File: config.mk
export PLATFORM = sky130hd
export DESIGN_NAME = grid_pattern_lock
export DESIGN_NICKNAME = d
export VERILOG_FILES = /design/src/rtl/gpl_pkg.sv /design/src/rtl/grid_pattern_lock.sv
export SDC_FILE = /design/constraint.sdc
export NUM_CORES = 1
export LEC_CHECK = 0
export BUFFER_PORTS_ARGS = -buffer_cell sky130_fd_sc_hd__buf_2
export CAP_MARGIN = 20
export CORE_ASPECT_RATIO = 0.6
export CORE_MARGIN = 1
export CORE_UTILIZATION = 60
export CTS_CLUSTER_SIZE = 8
export DETAILED_ROUTE_END_ITERATION = 16
export PLACE_DENSITY = 0.84
export SETUP_SLACK_MARGIN = 0.05
export SYNTH_ARGS = -nofsm -noshare
export SYNTH_HDL_FRONTEND = slang
export SYNTH_SLANG_ARGS = --single-unit
File: constraint.sdc
create_clock -name clk_i -period 10.68 [get_ports clk_i]
set_input_delay 1.602 -clock clk_i [delete_from_list [all_inputs] [get_ports clk_i]]
set_output_delay 1.602 -clock clk_i [all_outputs]
set_load 0.02 [all_outputs]
File: src/rtl/gpl_pkg.sv
// Package for the grid pattern lock: status codes, key codes and register indexes.
package gpl_pkg;

  // Result status codes
  typedef enum logic [3:0] {
    ST_MOVED   = 4'd0,
    ST_BADKEY  = 4'd1,
    ST_EDGE    = 4'd2,
    ST_ACCEPT  = 4'd3,
    ST_WRONG   = 4'd4,
    ST_LOCKOUT = 4'd5,
    ST_SAVED   = 4'd6,
    ST_SAME    = 4'd7,
    ST_LOCKED  = 4'd8
  } status_e;

  // Cursor moves decoded from the key byte
  typedef enum logic [2:0] {
    DIR_NONE,
    DIR_UP,
    DIR_LEFT,
    DIR_DOWN,
    DIR_RIGHT
  } dir_e;

  // Configuration register indexes
  localparam int unsigned CfgIdxW = 1;
  localparam logic [CfgIdxW-1:0] CFG_MAX_ATTEMPTS = 1'd0;
  localparam logic [CfgIdxW-1:0] CFG_ENROLL_MODE  = 1'd1;
  localparam int unsigned CfgDataW = 3;

  // Field widths at the ports
  localparam int unsigned KeyW     = 8;
  localparam int unsigned StatusW  = 4;
  localparam int unsigned SymOutW  = 5;
  localparam int unsigned MovesW   = 4;
  localparam int unsigned FailW    = 3;

  localparam logic [FailW-1:0] FAIL_SAT = 3'd7;
  localparam logic [FailW-1:0] MAX_ATTEMPTS_RST = 3'd3;

  // Key bytes (ASCII)
  localparam logic [KeyW-1:0] KEY_W_LC = 8'h77;
  localparam logic [KeyW-1:0] KEY_W_UC = 8'h57;
  localparam logic [KeyW-1:0] KEY_A_LC = 8'h61;
  localparam logic [KeyW-1:0] KEY_A_UC = 8'h41;
  localparam logic [KeyW-1:0] KEY_S_LC = 8'h73;
  localparam logic [KeyW-1:0] KEY_S_UC = 8'h53;
  localparam logic [KeyW-1:0] KEY_D_LC = 8'h64;
  localparam logic [KeyW-1:0] KEY_D_UC = 8'h44;

endpackage

File: src/rtl/grid_pattern_lock.sv
// Grid pattern lock: W/A/S/D cursor entry of a code, verify and enroll against a stored code.
//
// Usage
//   Input channel (in_valid_i / in_ready_o, key_code_i) carries one key byte per
//   transaction. Each key yields exactly one result transaction on the output
//   channel (out_valid_o / out_ready_i) with status_o, symbol_o, moves_done_o and
//   failures_o.
//   Configuration channel (cfg_valid_i / cfg_ready_o, cfg_index_i, cfg_data_i) is
//   always ready; index 0 is max_attempts, index 1 is enroll_mode. Write it only
//   while no result is outstanding.
//   A result is registered and presented in the cycle after its key is taken.
//   Throughput: one key per cycle while no result stalls. The whole step (decode,
//   visit check, full code compare) is a single pass of logic into the result
//   register, and the result register frees itself in the same cycle it is drained.
//   Stall: while a result waits with out_ready_i low, in_ready_o drops, so no key
//   is lost; the next key is taken in the cycle the waiting result leaves.
//   Reset: cursor at top-left, only that cell visited, no moves, no failures,
//   stored code all zeros (no verify succeeds until a code is enrolled), lockout
//   clear, max_attempts 3, verify mode. Only reset clears a lockout.
module grid_pattern_lock #(
  parameter int unsigned CODE_LEN  = 10,
  parameter int unsigned GRID_SIDE = 4
) (
  input  logic                          clk_i,
  input  logic                          rst_ni,
  // configuration
  input  logic                          cfg_valid_i,
  output logic                          cfg_ready_o,
  input  logic [gpl_pkg::CfgIdxW-1:0]   cfg_index_i,
  input  logic [gpl_pkg::CfgDataW-1:0]  cfg_data_i,
  // key input
  input  logic                          in_valid_i,
  output logic                          in_ready_o,
  input  logic [gpl_pkg::KeyW-1:0]      key_code_i,
  // result output
  output logic                          out_valid_o,
  input  logic                          out_ready_i,
  output logic [gpl_pkg::StatusW-1:0]   status_o,
  output logic [gpl_pkg::SymOutW-1:0]   symbol_o,
  output logic [gpl_pkg::MovesW-1:0]    moves_done_o,
  output logic [gpl_pkg::FailW-1:0]     failures_o
);
  import gpl_pkg::*;

  localparam int unsigned NumCells = GRID_SIDE * GRID_SIDE;
  localparam int unsigned PosW     = $clog2(GRID_SIDE);
  localparam int unsigned CellW    = $clog2(NumCells);
  localparam int unsigned SymW     = $clog2(NumCells + 1);
  localparam int unsigned CntW     = $clog2(CODE_LEN);
  localparam logic [PosW-1:0] PosLast   = PosW'(GRID_SIDE - 1);
  localparam logic [CntW-1:0] CntLast   = CntW'(CODE_LEN - 1);
  localparam logic [SymW-1:0] RevisitSym = SymW'(NumCells);

  // ---------------------------------------------------------------------------
  // State
  // ---------------------------------------------------------------------------
  logic [FailW-1:0]    max_att_q;
  logic                enroll_q;
  logic [PosW-1:0]     row_q, row_d;
  logic [PosW-1:0]     col_q, col_d;
  logic [NumCells-1:0] visited_q, visited_d;
  logic [CntW-1:0]     mcount_q, mcount_d;
  logic [FailW-1:0]    fail_q, fail_d;
  logic                locked_q, locked_d;
  // Entry 0 of both codes is always the top-left cell, so only 1..CODE_LEN-1 are kept.
  logic [SymW-1:0]     entered_q [1:CODE_LEN-1];
  logic [SymW-1:0]     stored_q  [1:CODE_LEN-1];
  logic [SymW-1:0]     code_vec  [1:CODE_LEN-1];
  logic                wr_entry;
  logic                save_code;

  // Result register
  logic                out_valid_q;
  status_e             status_q, status_d;
  logic [SymW-1:0]     sym_q, sym_d;
  logic [CntW-1:0]     moves_q, moves_d;
  logic [FailW-1:0]    failo_q;

  logic in_fire;
  assign in_ready_o  = !out_valid_q || out_ready_i;
  assign in_fire     = in_valid_i && in_ready_o;
  assign cfg_ready_o = 1'b1;

  // ---------------------------------------------------------------------------
  // Single-pass step logic
  // ---------------------------------------------------------------------------
  dir_e            dir;
  logic            at_edge;
  logic [PosW-1:0] row_n, col_n;
  logic [CellW-1:0] cell_idx;
  logic [SymW-1:0] sym;
  logic [CntW-1:0] mc_next;
  logic            complete;
  logic            same;
  logic [FailW-1:0] fail_inc;

  always_comb begin
    unique case (key_code_i)
      KEY_W_LC, KEY_W_UC: dir = DIR_UP;
      KEY_A_LC, KEY_A_UC: dir = DIR_LEFT;
      KEY_S_LC, KEY_S_UC: dir = DIR_DOWN;
      KEY_D_LC, KEY_D_UC: dir = DIR_RIGHT;
      default:            dir = DIR_NONE;
    endcase
  end

  always_comb begin
    row_n   = row_q;
    col_n   = col_q;
    at_edge = 1'b0;
    unique case (dir)
      DIR_UP: begin
        at_edge = (row_q == '0);
        row_n   = row_q - PosW'(1);
      end
      DIR_LEFT: begin
        at_edge = (col_q == '0);
        col_n   = col_q - PosW'(1);
      end
      DIR_DOWN: begin
        at_edge = (row_q == PosLast);
        row_n   = row_q + PosW'(1);
      end
      DIR_RIGHT: begin
        at_edge = (col_q == PosLast);
        col_n   = col_q + PosW'(1);
      end
      default: at_edge = 1'b0;
    endcase
  end

  assign cell_idx = CellW'(int'(row_n) * GRID_SIDE + int'(col_n));
  assign sym      = visited_q[cell_idx] ? RevisitSym : SymW'(cell_idx);
  assign mc_next  = mcount_q + CntW'(1);
  assign complete = (mc_next == CntLast);
  assign fail_inc = (fail_q == FAIL_SAT) ? FAIL_SAT : fail_q + FailW'(1);

  // Code as it stands once this move's symbol is in.
  always_comb begin
    for (int i = 1; i < CODE_LEN; i++) begin
      code_vec[i] = (mc_next == CntW'(i)) ? sym : entered_q[i];
    end
  end

  // Parallel compare of the full code.
  always_comb begin
    same = 1'b1;
    for (int i = 1; i < CODE_LEN; i++) begin
      if (code_vec[i] != stored_q[i]) same = 1'b0;
    end
  end

  always_comb begin
    row_d     = row_q;
    col_d     = col_q;
    visited_d = visited_q;
    mcount_d  = mcount_q;
    fail_d    = fail_q;
    locked_d  = locked_q;
    wr_entry  = 1'b0;
    save_code = 1'b0;
    status_d  = ST_MOVED;
    sym_d     = '0;
    moves_d   = mcount_q;

    priority if (locked_q) begin
      status_d = ST_LOCKED;
    end else if (dir == DIR_NONE) begin
      status_d = ST_BADKEY;
    end else if (at_edge) begin
      status_d = ST_EDGE;
    end else if (!complete) begin
      row_d     = row_n;
      col_d     = col_n;
      visited_d = visited_q | (NumCells'(1) << cell_idx);
      mcount_d  = mc_next;
      wr_entry  = 1'b1;
      status_d  = ST_MOVED;
      sym_d     = sym;
      moves_d   = mc_next;
    end else begin
      // Code complete: judge it, then restart the entry at top-left.
      row_d     = '0;
      col_d     = '0;
      visited_d = NumCells'(1);
      mcount_d  = '0;
      sym_d     = sym;
      moves_d   = CntLast;
      if (enroll_q) begin
        if (same) begin
          status_d = ST_SAME;
        end else begin
          save_code = 1'b1;
          status_d  = ST_SAVED;
        end
      end else if (same) begin
        fail_d   = '0;
        status_d = ST_ACCEPT;
      end else begin
        fail_d = fail_inc;
        if (fail_inc >= max_att_q) begin
          locked_d = 1'b1;
          status_d = ST_LOCKOUT;
        end else begin
          status_d = ST_WRONG;
        end
      end
    end
  end

  // ---------------------------------------------------------------------------
  // Registers
  // ---------------------------------------------------------------------------
  always_ff @(posedge clk_i or negedge rst_ni) begin
    if (!rst_ni) begin
      max_att_q <= MAX_ATTEMPTS_RST;
      enroll_q  <= 1'b0;
    end else if (cfg_valid_i && cfg_ready_o) begin
      unique case (cfg_index_i)
        CFG_MAX_ATTEMPTS: max_att_q <= cfg_data_i[FailW-1:0];
        CFG_ENROLL_MODE:  enroll_q  <= cfg_data_i[0];
        default:          max_att_q <= max_att_q;
      endcase
    end
  end

  always_ff @(posedge clk_i or negedge rst_ni) begin
    if (!rst_ni) begin
      row_q     <= '0;
      col_q     <= '0;
      visited_q <= NumCells'(1);
      mcount_q  <= '0;
      fail_q    <= '0;
      locked_q  <= 1'b0;
    end else if (in_fire) begin
      row_q     <= row_d;
      col_q     <= col_d;
      visited_q <= visited_d;
      mcount_q  <= mcount_d;
      fail_q    <= fail_d;
      locked_q  <= locked_d;
    end
  end

  // Entered symbols: slots 1..CODE_LEN-2 are rewritten before the code completes; the last comes from sym.
  always_ff @(posedge clk_i) begin
    if (in_fire && wr_entry) begin
      for (int i = 1; i < CODE_LEN; i++) begin
        if (mc_next == CntW'(i)) entered_q[i] <= sym;
      end
    end
  end

  // Stored code resets to zeros: nothing can verify before an enrolment.
  always_ff @(posedge clk_i or negedge rst_ni) begin
    if (!rst_ni) begin
      for (int i = 1; i < CODE_LEN; i++) stored_q[i] <= '0;
    end else if (in_fire && save_code) begin
      for (int i = 1; i < CODE_LEN; i++) stored_q[i] <= code_vec[i];
    end
  end

  always_ff @(posedge clk_i or negedge rst_ni) begin
    if (!rst_ni) begin
      out_valid_q <= 1'b0;
    end else if (in_fire) begin
      out_valid_q <= 1'b1;
    end else if (out_ready_i) begin
      out_valid_q <= 1'b0;
    end
  end

  always_ff @(posedge clk_i) begin
    if (in_fire) begin
      status_q <= status_d;
      sym_q    <= sym_d;
      moves_q  <= moves_d;
      failo_q  <= fail_d;
    end
  end

  assign out_valid_o  = out_valid_q;
  assign status_o     = status_q;
  assign symbol_o     = SymOutW'(sym_q);
  assign moves_done_o = MovesW'(moves_q);
  assign failures_o   = failo_q;

  // ---------------------------------------------------------------------------
  // Assertions
  // ---------------------------------------------------------------------------
  a_lock_sticky: assert property (@(posedge clk_i) disable iff (!rst_ni)
    locked_q |=> locked_q)
    else $error("lockout cleared without reset");

  a_lockout_sets_lock: assert property (@(posedge clk_i) disable iff (!rst_ni)
    (in_fire && status_d == ST_LOCKOUT) |=> locked_q)
    else $error("lockout status without lock");

  a_entry_open: assert property (@(posedge clk_i) disable iff (!rst_ni)
    mcount_q < CntLast)
    else $error("move count reached code length without restart");

  a_start_visited: assert property (@(posedge clk_i) disable iff (!rst_ni)
    visited_q[0])
    else $error("top-left cell not marked visited");

  a_locked_frozen: assert property (@(posedge clk_i) disable iff (!rst_ni)
    (in_fire && locked_q) |=> ($stable(mcount_q) && $stable(fail_q)))
    else $error("state moved while locked out");

endmodule

Word level (Yosys, flattened, before mapping)
Memory sizes are Yosys's and may differ from the RTL's.
Index checks and enable logic that the tools add are counted.

storage, ports and cells
  ROM bits = 0
  RAM bits = 45
  register bits = 94
  bits in latches = 0
  output and inout bits = 19
  input port bits = 17
  memories = 1
  word-level logic and storage cells = 218

memory list
  memory     words  width  read ports  clocked after Yosys merged registers in  wr ports  line                     RTL
  entered_q  9      5      9           0                                        1         grid_pattern_lock.sv:66  logic [SymW-1:0] entered_q [1:CODE_LEN-1];

cells by class
  $add $sub $neg = 7
  multiply operators = 0
  equal/unequal tests = 33
  order comparisons = 2
  shift operators = 1
  div/mod/pow operators = 0
  multiplexer cells = 117
  bitwise logic cells = 6
  reduce and logical (&&, ||, !) cells = 27

operators with widths
  kind                    number
  $mux W5                 18
  $mux W4                 17
  $mux W1                 66
  $eq A8 B7 Y1 const B    8
  $ne A5 B5 Y1            9
  $reduce_or A5 Y1        8
  $mux W3                 8
  $eq A4 B3 Y1 const B    4
  $mux W16                1
  $or A16 B16 Y16         1
  $shl A1 B4 Y16 const A  1
  $pmux W3 S4             1
  $reduce_or A2 Y1        5
  $eq A4 B2 Y1 const B    2
  $eq A4 B4 Y1 const B    2
  $pmux W2 S2             2
  $eq A3 B2 Y1 const B    2
  $eq A3 B3 Y1 const B    2
  $lt A4 B5 Y1 const B    1
  $not A1 Y1              5
  $add A2 B1 Y2 const B   2
  $add A4 B1 Y4 const B   1
  $add A4 B2 Y4           1
  $bmux W1 S4             1
  other kinds (18)        25

Depth between registers and ports, before layout
Gate-level depths: netlist of run 1.

  depth after elaboration = 27
  depth in mapped cells = 19
  mapped depth without buffers = 15

Worst setup path after synthesis of run 1
Ideal clock, no wire load.

  path kind = input -> register
  start = input key_code_i[3] (netlist name)
  end = register stored_q[10] (netlist name)
  data required time = 10555 ps
  cell stages on the path = 18
  path slack = 5685 ps
  setup time = 125 ps
  path buffers = 3
  arrival time = 4870 ps
  cell sequence = or4b_1 buf_2 o211ai_1 o211ai_1 o211ai_2 nand2_2 nand2_1 inv_2 a21o_1 buf_6 nand2_4 inv_4 mux2_2 o2111ai_2 nor4_4 a21oi_4 buf_6 mux2_4

between the ends
  cells in the longest elaborated chain, start to end = 27
  elaborated cells on any way between the ends = 59
  classes of those cells = add/sub (1); eq/ne (21); mux (31); reduce/logical (6)

ends and longest elaborated chain
  item                                        line                      RTL
  start, declared                             grid_pattern_lock.sv:34   input logic [gpl_pkg::KeyW-1:0] key_code_i,
  $eq A8 B7 Y1                                grid_pattern_lock.sv:98   unique case (key_code_i)
  $reduce_or A2 Y1                            grid_pattern_lock.sv:98
  $pmux W3 S4 (*)                             grid_pattern_lock.sv:98
  $eq A3 B3 Y1, or another cell as far along  grid_pattern_lock.sv:111  unique case (dir)
  $pmux W2 S2                                 grid_pattern_lock.sv:111
  $add A4 B2 Y4 (*)                           grid_pattern_lock.sv:132  assign cell_idx = CellW'(int'(row_n) * GRID_SIDE + int'(col_n));
  $bmux W1 S4                                 grid_pattern_lock.sv:133  assign sym = visited_q[cell_idx] ? RevisitSym : SymW'(cell_idx);
  $mux W1 (implied by the code)               grid_pattern_lock.sv:133
  [1 not listed]                              -
  via sym[3]                                  grid_pattern_lock.sv:91   logic [SymW-1:0] sym;
  [10 not listed]                             -
  $mux W1 (*)                                 grid_pattern_lock.sv:149  if (code_vec[i] != stored_q[i]) same = 1'b0;
  $mux W1 (*)                                 grid_pattern_lock.sv:190  if (same) begin
  $mux W1 (*)                                 grid_pattern_lock.sv:189  if (enroll_q) begin
  $mux W1 (*)                                 grid_pattern_lock.sv:172  end else if (!complete) begin
  $mux W1 (*)                                 grid_pattern_lock.sv:170  end else if (at_edge) begin
  $mux W1 (*)                                 grid_pattern_lock.sv:168  end else if (dir == DIR_NONE) begin
  $mux W1 (*)                                 grid_pattern_lock.sv:166  priority if (locked_q) begin
  $logic_and A1 B1 Y1 (*)                     grid_pattern_lock.sv:258  end else if (in_fire && save_code) begin
  end, declared                               grid_pattern_lock.sv:67   logic [SymW-1:0] stored_q [1:CODE_LEN-1];

The timed path passes the listed nets; every way through them passes the cells marked *. The select of a mux whose other input is x is not followed.
A chain may end at the register's enable or synchronous reset.

Worst setup path in the final report of run 1
  start = input key_code_i[3] (netlist name)
  end = register stored_q[6] (netlist name)

The elaborated chain is that of the path after synthesis.

==> results of run 1 <==
## layer usage
| metal | vias up | track usage |
|---|---|---|
| met3 | 66 | 0.118 |
| met5 | - | 0 |
| met4 | 0 | 0.113 |
| li1 | 3073 | - |
| met1 | 3422 | 0.526 |
| met2 | 486 | 0.521 |
## stage by stage
stage	cell area [um^2]	power, uW	cells
finish	9170	1190	1026
global route	9170	1210	1026
CTS	9150	1190	1023
detailed placement	8580	619	991
global placement	8570	618	990
floorplan	8340	600	821
## sequential cells by signal, summed over array words and instances (netlist names)
| name | cells |
|---|---|
| stored_q | 45 |
| max_att_q | 3 |
| out_valid_o | 1 |
| failures_o | 3 |
| entered_q | 45 |
| status_o | 4 |
| symbol_o | 5 |
| row_q | 2 |
| locked_q | 1 |
| fail_q | 3 |
| col_q | 2 |
| enroll_q | 1 |
| visited_q | 16 |
| mcount_q | 4 |
| moves_done_o | 4 |
## cell families (layout without fill, tap and decap cells)
group	count (synthesis)	count (layout)	share of synthesized area
AOI/OAI and AO/OA	234	234	0.188
xor gates and xnor gates	44	44	0.0481
adders and majority gates	9	9	0.0135
buffers and inverters	78	113	0.0430
DFF	139	139	0.455
muxes	62	62	0.104
other	2	6	0.000902
and+or+nand+nor	249	249	0.147
## cell type report
type / count / area share
sequential: 139 / 0.413
inverter: 34 / 0.0142
multi-input combinational: 604 / 0.457
clock buffer: 20 / 0.0523
tap: 170 / 0.0232
clock inverter: 12 / 0.0102
timing repair buffer: 47 / 0.0297
## cell usage after synthesis, types with 5 or more instances
master / instances
sky130_fd_sc_hd__mux2_2: 9
sky130_fd_sc_hd__mux2_4: 34
sky130_fd_sc_hd__mux2i_1: 14
sky130_fd_sc_hd__o31ai_1: 7
sky130_fd_sc_hd__xor2_1: 23
sky130_fd_sc_hd__o2111ai_1: 7
sky130_fd_sc_hd__nand4_1: 6
sky130_fd_sc_hd__o211ai_1: 6
sky130_fd_sc_hd__and2_1: 8
sky130_fd_sc_hd__nand3_1: 17
sky130_fd_sc_hd__nor2_1: 74
sky130_fd_sc_hd__nand3b_1: 5
sky130_fd_sc_hd__buf_6: 6
sky130_fd_sc_hd__o221ai_1: 5
sky130_fd_sc_hd__o22ai_1: 24
sky130_fd_sc_hd__buf_2: 11
sky130_fd_sc_hd__nor3_1: 15
sky130_fd_sc_hd__a22oi_1: 9
sky130_fd_sc_hd__ha_1: 9
sky130_fd_sc_hd__a21oi_1: 45
sky130_fd_sc_hd__inv_1: 31
sky130_fd_sc_hd__a31oi_1: 5
sky130_fd_sc_hd__o21a_1: 6
sky130_fd_sc_hd__mux4_2: 5
sky130_fd_sc_hd__xnor2_1: 19
sky130_fd_sc_hd__nand2b_1: 7
sky130_fd_sc_hd__nand2_1: 77
sky130_fd_sc_hd__dfrtp_1: 75
sky130_fd_sc_hd__edfxtp_1: 61
sky130_fd_sc_hd__o21ai_1: 5
sky130_fd_sc_hd__clkbuf_1: 26
sky130_fd_sc_hd__a222oi_1: 5
sky130_fd_sc_hd__o21ai_0: 58
sky130_fd_sc_hd__a22o_1: 5
## power by group through the flow
| stage | registers, uW | logic [uW] | clock network (uW) |
|---|---|---|---|
| 2_1_floorplan | 579 | 20.7 | 0 |
| 3_3_place_gp | 577 | 40.9 | 0 |
| 3_5_place_dp | 577 | 42.4 | 0 |
| 4_1_cts | 567 | 42.7 | 577 |
| 5_1_grt | 567 | 46.7 | 601 |
| 6_report | 567 | 43.2 | 577 |
## final timing paths
check                         startpoint      endpoint  slack (ns)  cells past startpoint
min in group asynchronous         rst_ni   stored_q[5]        1.09                      1
min                             locked_q   status_o[3]        0.51                      0
min reg2reg                     locked_q   status_o[3]        0.51                      0
max in group asynchronous         rst_ni  visited_q[3]        8.51                      2
max reg2reg                     col_q[1]   stored_q[6]        4.47                     14
max                        key_code_i[3]   stored_q[6]        3.39                     15
## worst max-delay path: cells and delay by family
kind | cells | cell delay (ns)
AOI/OAI and AO/OA | 5 | 2.44
and+or+nand+nor | 6 | 2.07
buffers and inverters | 3 | 1.05
muxes | 1 | 0.39
==> out/qor.yml, run 1 <==
criticalPathCategory: "input port to flip-flop"
synth_area_leaders: "sky130_fd_sc_hd__dfrtp_1 (23%), sky130_fd_sc_hd__edfxtp_1 (22%), sky130_fd_sc_hd__mux2_4 (6.1%)"
cts_repair_resize_count: 0
hold_path_class: "flip-flop to flip-flop"
yosysUniqueCellTypes: 83
clkPwrFrac: 0.486
startpoint_type: "input port"
die_height_um: 93.2
power.switching_fraction: 0.237
wl_per_cell_um: 24.5
htree_num_levels: 4
fin_skew_ns: 0.0102
dr.pass1.iters: 6
required_ns: 11.00
critical-path-slowest-cell: "sky130_fd_sc_hd__a22oi_2"
initial_antenna_violation_count: 0
cts.path.max_buffers: 2
totalNegativeSetupSlack_ns: 0
holdWs_ns: 0.511
internal_power_uw: 906
nets: 869
grtUsageTotal: 0.365
comb_power_share: 0.036
route.antenna.remaining_nets: 0
die_area_um2: 14400
initialDrtViolationCount: 898
post-place-ws_ns: 3.19
die_width_um: 154
critPathMaxFanout: 25
tritoncts: "yes"
synth-edff-count: 61
postCtsHoldBufs: 0
min_period_over_period: 0.683
clock_latency_ns: 0.43
n_antenna_cell: 0
yosysWarningCount: 0
detail_route.wirelength.met1_um: 10700
cts.sink_count: 139
commonest_non_fill_non_tap_cell_in_the_layout: "sky130_fd_sc_hd__nand2_1"
dr.max_layer_used: "met4"
seq_power_share: 0.477
final_cell_mix: "sky130_fd_sc_hd__nand2_1 (77), sky130_fd_sc_hd__dfrtp_1 (75), sky130_fd_sc_hd__nor2_1 (74)"
timing.final.crit_period_ns: 7.29
total_switching_power_uw: 281
detailedPlacementHpwl_um: 17600
grt_first_pass_wirelength_um: 38300
final_util: 0.696
post-cts-setup-buffers: 0
gp_congestion: 0.999
area.sequential_um2: 3790
initial_core_util: 0.632
yosys_register_bits: 139
final-max-slew-violation-count: 0
fp.coreArea_um2: 13200
crit_chain: "buf_2 > or3b_1 > or3_1 > and2_1 > o211ai_2 > nand2_2 > nand2_1 > inv_2 > a22oi_2 > o21ai_0 > o22ai_1 > nor4_2 > a21oi_4 > buf_4 > mux2_2"
slew_headroom: 0.308
cpPeakStageDelay_ns: 0.92
syn_inst: 817
drc: 0
postSynthAreaPerCell_um2: 10.2
fmax_ghz: 0.137
cts_root_buf: "sky130_fd_sc_hd__clkbuf_16"
first_global_vias: 6611
finalHoldViolations: 0
buffer_ports.inserted: 33
route.final.wire_length_um: 25100
power.leakage_uw: 0.00378
timing.final.setup_violations: 0
power_density_nw_per_um2: 129
routed-via-count: 7047
synth_async_sr_flop_share: 0.561
tritoncts.num_buffers: 17
num-fill-cells: 946
transition_time_at_the_pin_with_the_least_slew_margin_ns: 1.04
met3RoutedLength_um: 3400
ir_worst_vdd_mv: 0.0877
post-synth-top-area-fraction: 0.225
critical_path_arrival_ns: 7.61
avgViaCountPerCell: 6.87
grt_start_max_net_pins: 52
rows: 32
globalRouteOverflowTotal: 0
status: "complete, no violations"
synth_sequential_area_ratio: 0.455
met2WireLength_um: 10500
endpoint_kind: "flip-flop"
multi_input_comb_area_um2: 4200
final_layout_size_suffix_gt1_frac: 0.185
ys.flop_type: "sky130_fd_sc_hd__dfrtp_1"
area_growth_syn_to_layout_pct: 10.2
cts.reportedPaths.clkPinSlew_ns: 0.06
rsz0062_at_grt: "no"
final.setup.worst_slack_ns: 3.39
synthesis.area_um2: 8330
top_level_ports: 36
number_of_maximum_capacitance_violations: 0
synthDominantAreaCellType: "sky130_fd_sc_hd__dfrtp_1"
(Power assumes the default switching activity.)
==> run 2: changes to the inputs <==
Settings changed: CORE_UTILIZATION 60 to 56, PLACE_DENSITY 0.84 to 0.82.
Clock period 10.68 ns to 5.94 ns, I/O delays scaled along.
==> run 2 against run 1 <==
Sequential power increased by 80%. Non-clock buffer count increased by 4. Via count decreased by 1.3%. First-iteration DRC count increased by 23%. Count of clock-buffer cells in the layout decreased by 3. Worst hold slack got worse by 0.14 ns. Routed wire length decreased by 5.3%. Total power increased by 86%. Critical path type unchanged. Clock skew about the same. Clock power increased by 92%. Cell count increased by 3.1%. Critical endpoint is now stored_q[2]. Core utilization decreased by 5.6 points.
==> out/qor.yml, run 2 (synthesized netlist as in run 1, its figures left out) <==
postCtsHoldBufs: 0  # unchanged
min_period_over_period: 0.880
final_layout_size_suffix_gt1_frac: 0.187  # was 0.185
cts_repair_resize_count: 0  # unchanged
die_height_um: 96.4  # was 93.2 um
cts_root_buf: "sky130_fd_sc_hd__clkbuf_16"  # unchanged
htree_num_levels: 4  # unchanged
final_util: 0.640  # was 0.696
totalNegativeSetupSlack_ns: 0  # unchanged
cts.sink_count: 139  # unchanged
rows: 34  # was 32
criticalPathCategory: "input port to flip-flop"  # unchanged
number_of_maximum_capacitance_violations: 0  # unchanged
dp_cells: 1025  # was 991
cts.reportedPaths.clkPinSlew_ns: 0.06  # about the same
drc: 0  # unchanged
required_ns: 6.25  # was 11.00 ns
final-max-slew-violation-count: 0  # unchanged
critical_path_arrival_ns: 5.54  # was 7.61 ns
globalRouteOverflowTotal: 0  # unchanged
status: "complete, no violations"  # unchanged
slew_headroom: 0.353  # was 0.308
timing.final.setup_violations: 0  # unchanged
startpoint_type: "input port"  # unchanged
critPathMaxFanout: 45  # was 25
buffer_ports.inserted: 33  # unchanged
grtUsageTotal: 0.314  # was 0.365
stdcell_count: 1058  # was 1,026
fin_skew_ns: 0.00983  # was 0.0102 ns
power.leakage_uw: 0.00381  # was 0.00378 uW
gp_congestion: 1.02  # was 0.999
area_growth_syn_to_layout_pct: 11.5  # was 10.2%
post-place-ws_ns: 0.455  # was 3.19 ns
fp.coreArea_um2: 14500  # was 13,200 um^2
clock_latency_ns: 0.43  # about the same
grt_first_pass_wirelength_um: 35400  # was 38,300 um
ir_worst_vdd_mv: 0.141  # was 0.0877 mV
tritoncts: "yes"  # unchanged
tritoncts.num_buffers: 17  # unchanged
wl_per_cell_um: 22.5  # was 24.5 um
route.antenna.remaining_nets: 0  # unchanged
post-cts-setup-buffers: 0  # unchanged
dr.pass1.iters: 7  # was 6
cts.path.max_buffers: 2  # unchanged
finalHoldViolations: 0  # unchanged
top_level_ports: 36  # unchanged
routed-via-count: 6954  # was 7,047
initial_core_util: 0.574  # was 0.632
power_density_nw_per_um2: 237  # was 129 nW/um^2
initialDrtViolationCount: 1102  # was 898
transition_time_at_the_pin_with_the_least_slew_margin_ns: 0.964  # was 1.04 ns
die_width_um: 159  # was 154 um
detailedPlacementHpwl_um: 16800  # was 17,600 um
n_antenna_cell: 0  # unchanged
timing.final.crit_period_ns: 5.23
layout_top_registers: "entered_q (45), stored_q (45), visited_q (16)"  # unchanged
rsz0062_at_grt: "no"  # unchanged
hold_path_class: "input port to async pin"  # was flip-flop to flip-flop
nets: 873  # was 869
endpoint_kind: "flip-flop"  # unchanged
initial_antenna_violation_count: 0  # unchanged
num-fill-cells: 1107  # was 946
final_cell_mix: "sky130_fd_sc_hd__nand2_1 (77), sky130_fd_sc_hd__dfrtp_1 (75), sky130_fd_sc_hd__nor2_1 (74)"  # unchanged
fmax_ghz: 0.191
final.setup.worst_slack_ns: 0.712  # was 3.39 ns
first_global_vias: 6063  # was 6,611
commonest_non_fill_non_tap_cell_in_the_layout: "sky130_fd_sc_hd__nand2_1"  # unchanged
holdWs_ns: 0.374  # was 0.511 ns
grt_start_max_net_pins: 54  # was 52
avgViaCountPerCell: 6.57  # was 6.87
die_area_um2: 15400  # was 14,400 um^2
route.final.wire_length_um: 23800  # was 25,100 um
-- run 2: cell types whose count changed in the layout (fill, tap and decap cells not counted), sizes merged --
cell	change
clkbuf	-3
buf	+4
clkinvlp	+1
bufinv	+3
clkinv	+3
inv	-4
-- run 2: worst max-delay path: stages --
cell and delay (ns):
sky130_fd_sc_hd__buf_2 0.12, sky130_fd_sc_hd__or3b_1 0.56, sky130_fd_sc_hd__or3_1 0.58, sky130_fd_sc_hd__nand2_1 0.12, sky130_fd_sc_hd__nand3_1 0.21, sky130_fd_sc_hd__nand2_2 0.19
sky130_fd_sc_hd__nand2_1 0.10, sky130_fd_sc_hd__inv_2 0.34, sky130_fd_sc_hd__a21o_1 0.38, sky130_fd_sc_hd__nand2_4 0.22, sky130_fd_sc_hd__inv_4 0.25, sky130_fd_sc_hd__xnor2_1 0.09
sky130_fd_sc_hd__o2111ai_1 0.43, sky130_fd_sc_hd__nor4_4 0.09, sky130_fd_sc_hd__a21oi_4 0.18, sky130_fd_sc_hd__buf_12 0.33, sky130_fd_sc_hd__mux2_2 0.39
-- run 2: final timing paths --
path,depth (start not counted),start,slack [ns],to
max reg2reg,16,col_q[0],1.00,stored_q[2]
max,17,key_code_i[3],0.71,stored_q[2]
max in group asynchronous,2,rst_ni,4.53,stored_q[20]
min in group clk_i,2,max_att_q[1],0.51,max_att_q[1]
min,1,rst_ni,0.37,stored_q[34]
min reg2reg,2,max_att_q[1],0.51,max_att_q[1]
-- run 2: final cells by class --
type	instances	area, um^2	area share
clock inverter	15	185	0.0199
sequential	139	3790	0.408
clock buffer	17	425	0.0458
tap	198	248	0.0267
timing repair buffer	51	315	0.0340
multi-input combinational	604	4200	0.452
inverter	34	130	0.0140
-- run 2: metrics by stage --
step | power, uW | cell area [um^2]
CTS | 2210 | 9280
global route | 2260 | 9290
finish | 2210 | 9290
floorplan | 1080 | 8340
global placement | 1110 | 8670
detailed placement | 1110 | 8670
-- run 2: power breakdown --
part / switching [uW] / total (uW) / internal [uW]
Clock: 442 / 1110 / 668
Combinational: 53.5 / 76.7 / 23.2
Sequential: 6.14 / 1020 / 1010
Total: 502 / 2210 / 1700
-- run 2: metal layers --
| layer | part of all wire | track usage | wire length [um] |
|---|---|---|---|
| met1 | 0.45 | 0.475 | 10700 |
| met2 | 0.39 | 0.417 | 9370 |
| met3 | 0.14 | 0.107 | 3400 |
| met4 | 0.015 | 0.0889 | 354 |
| met5 | 0 | 0 | 0 |
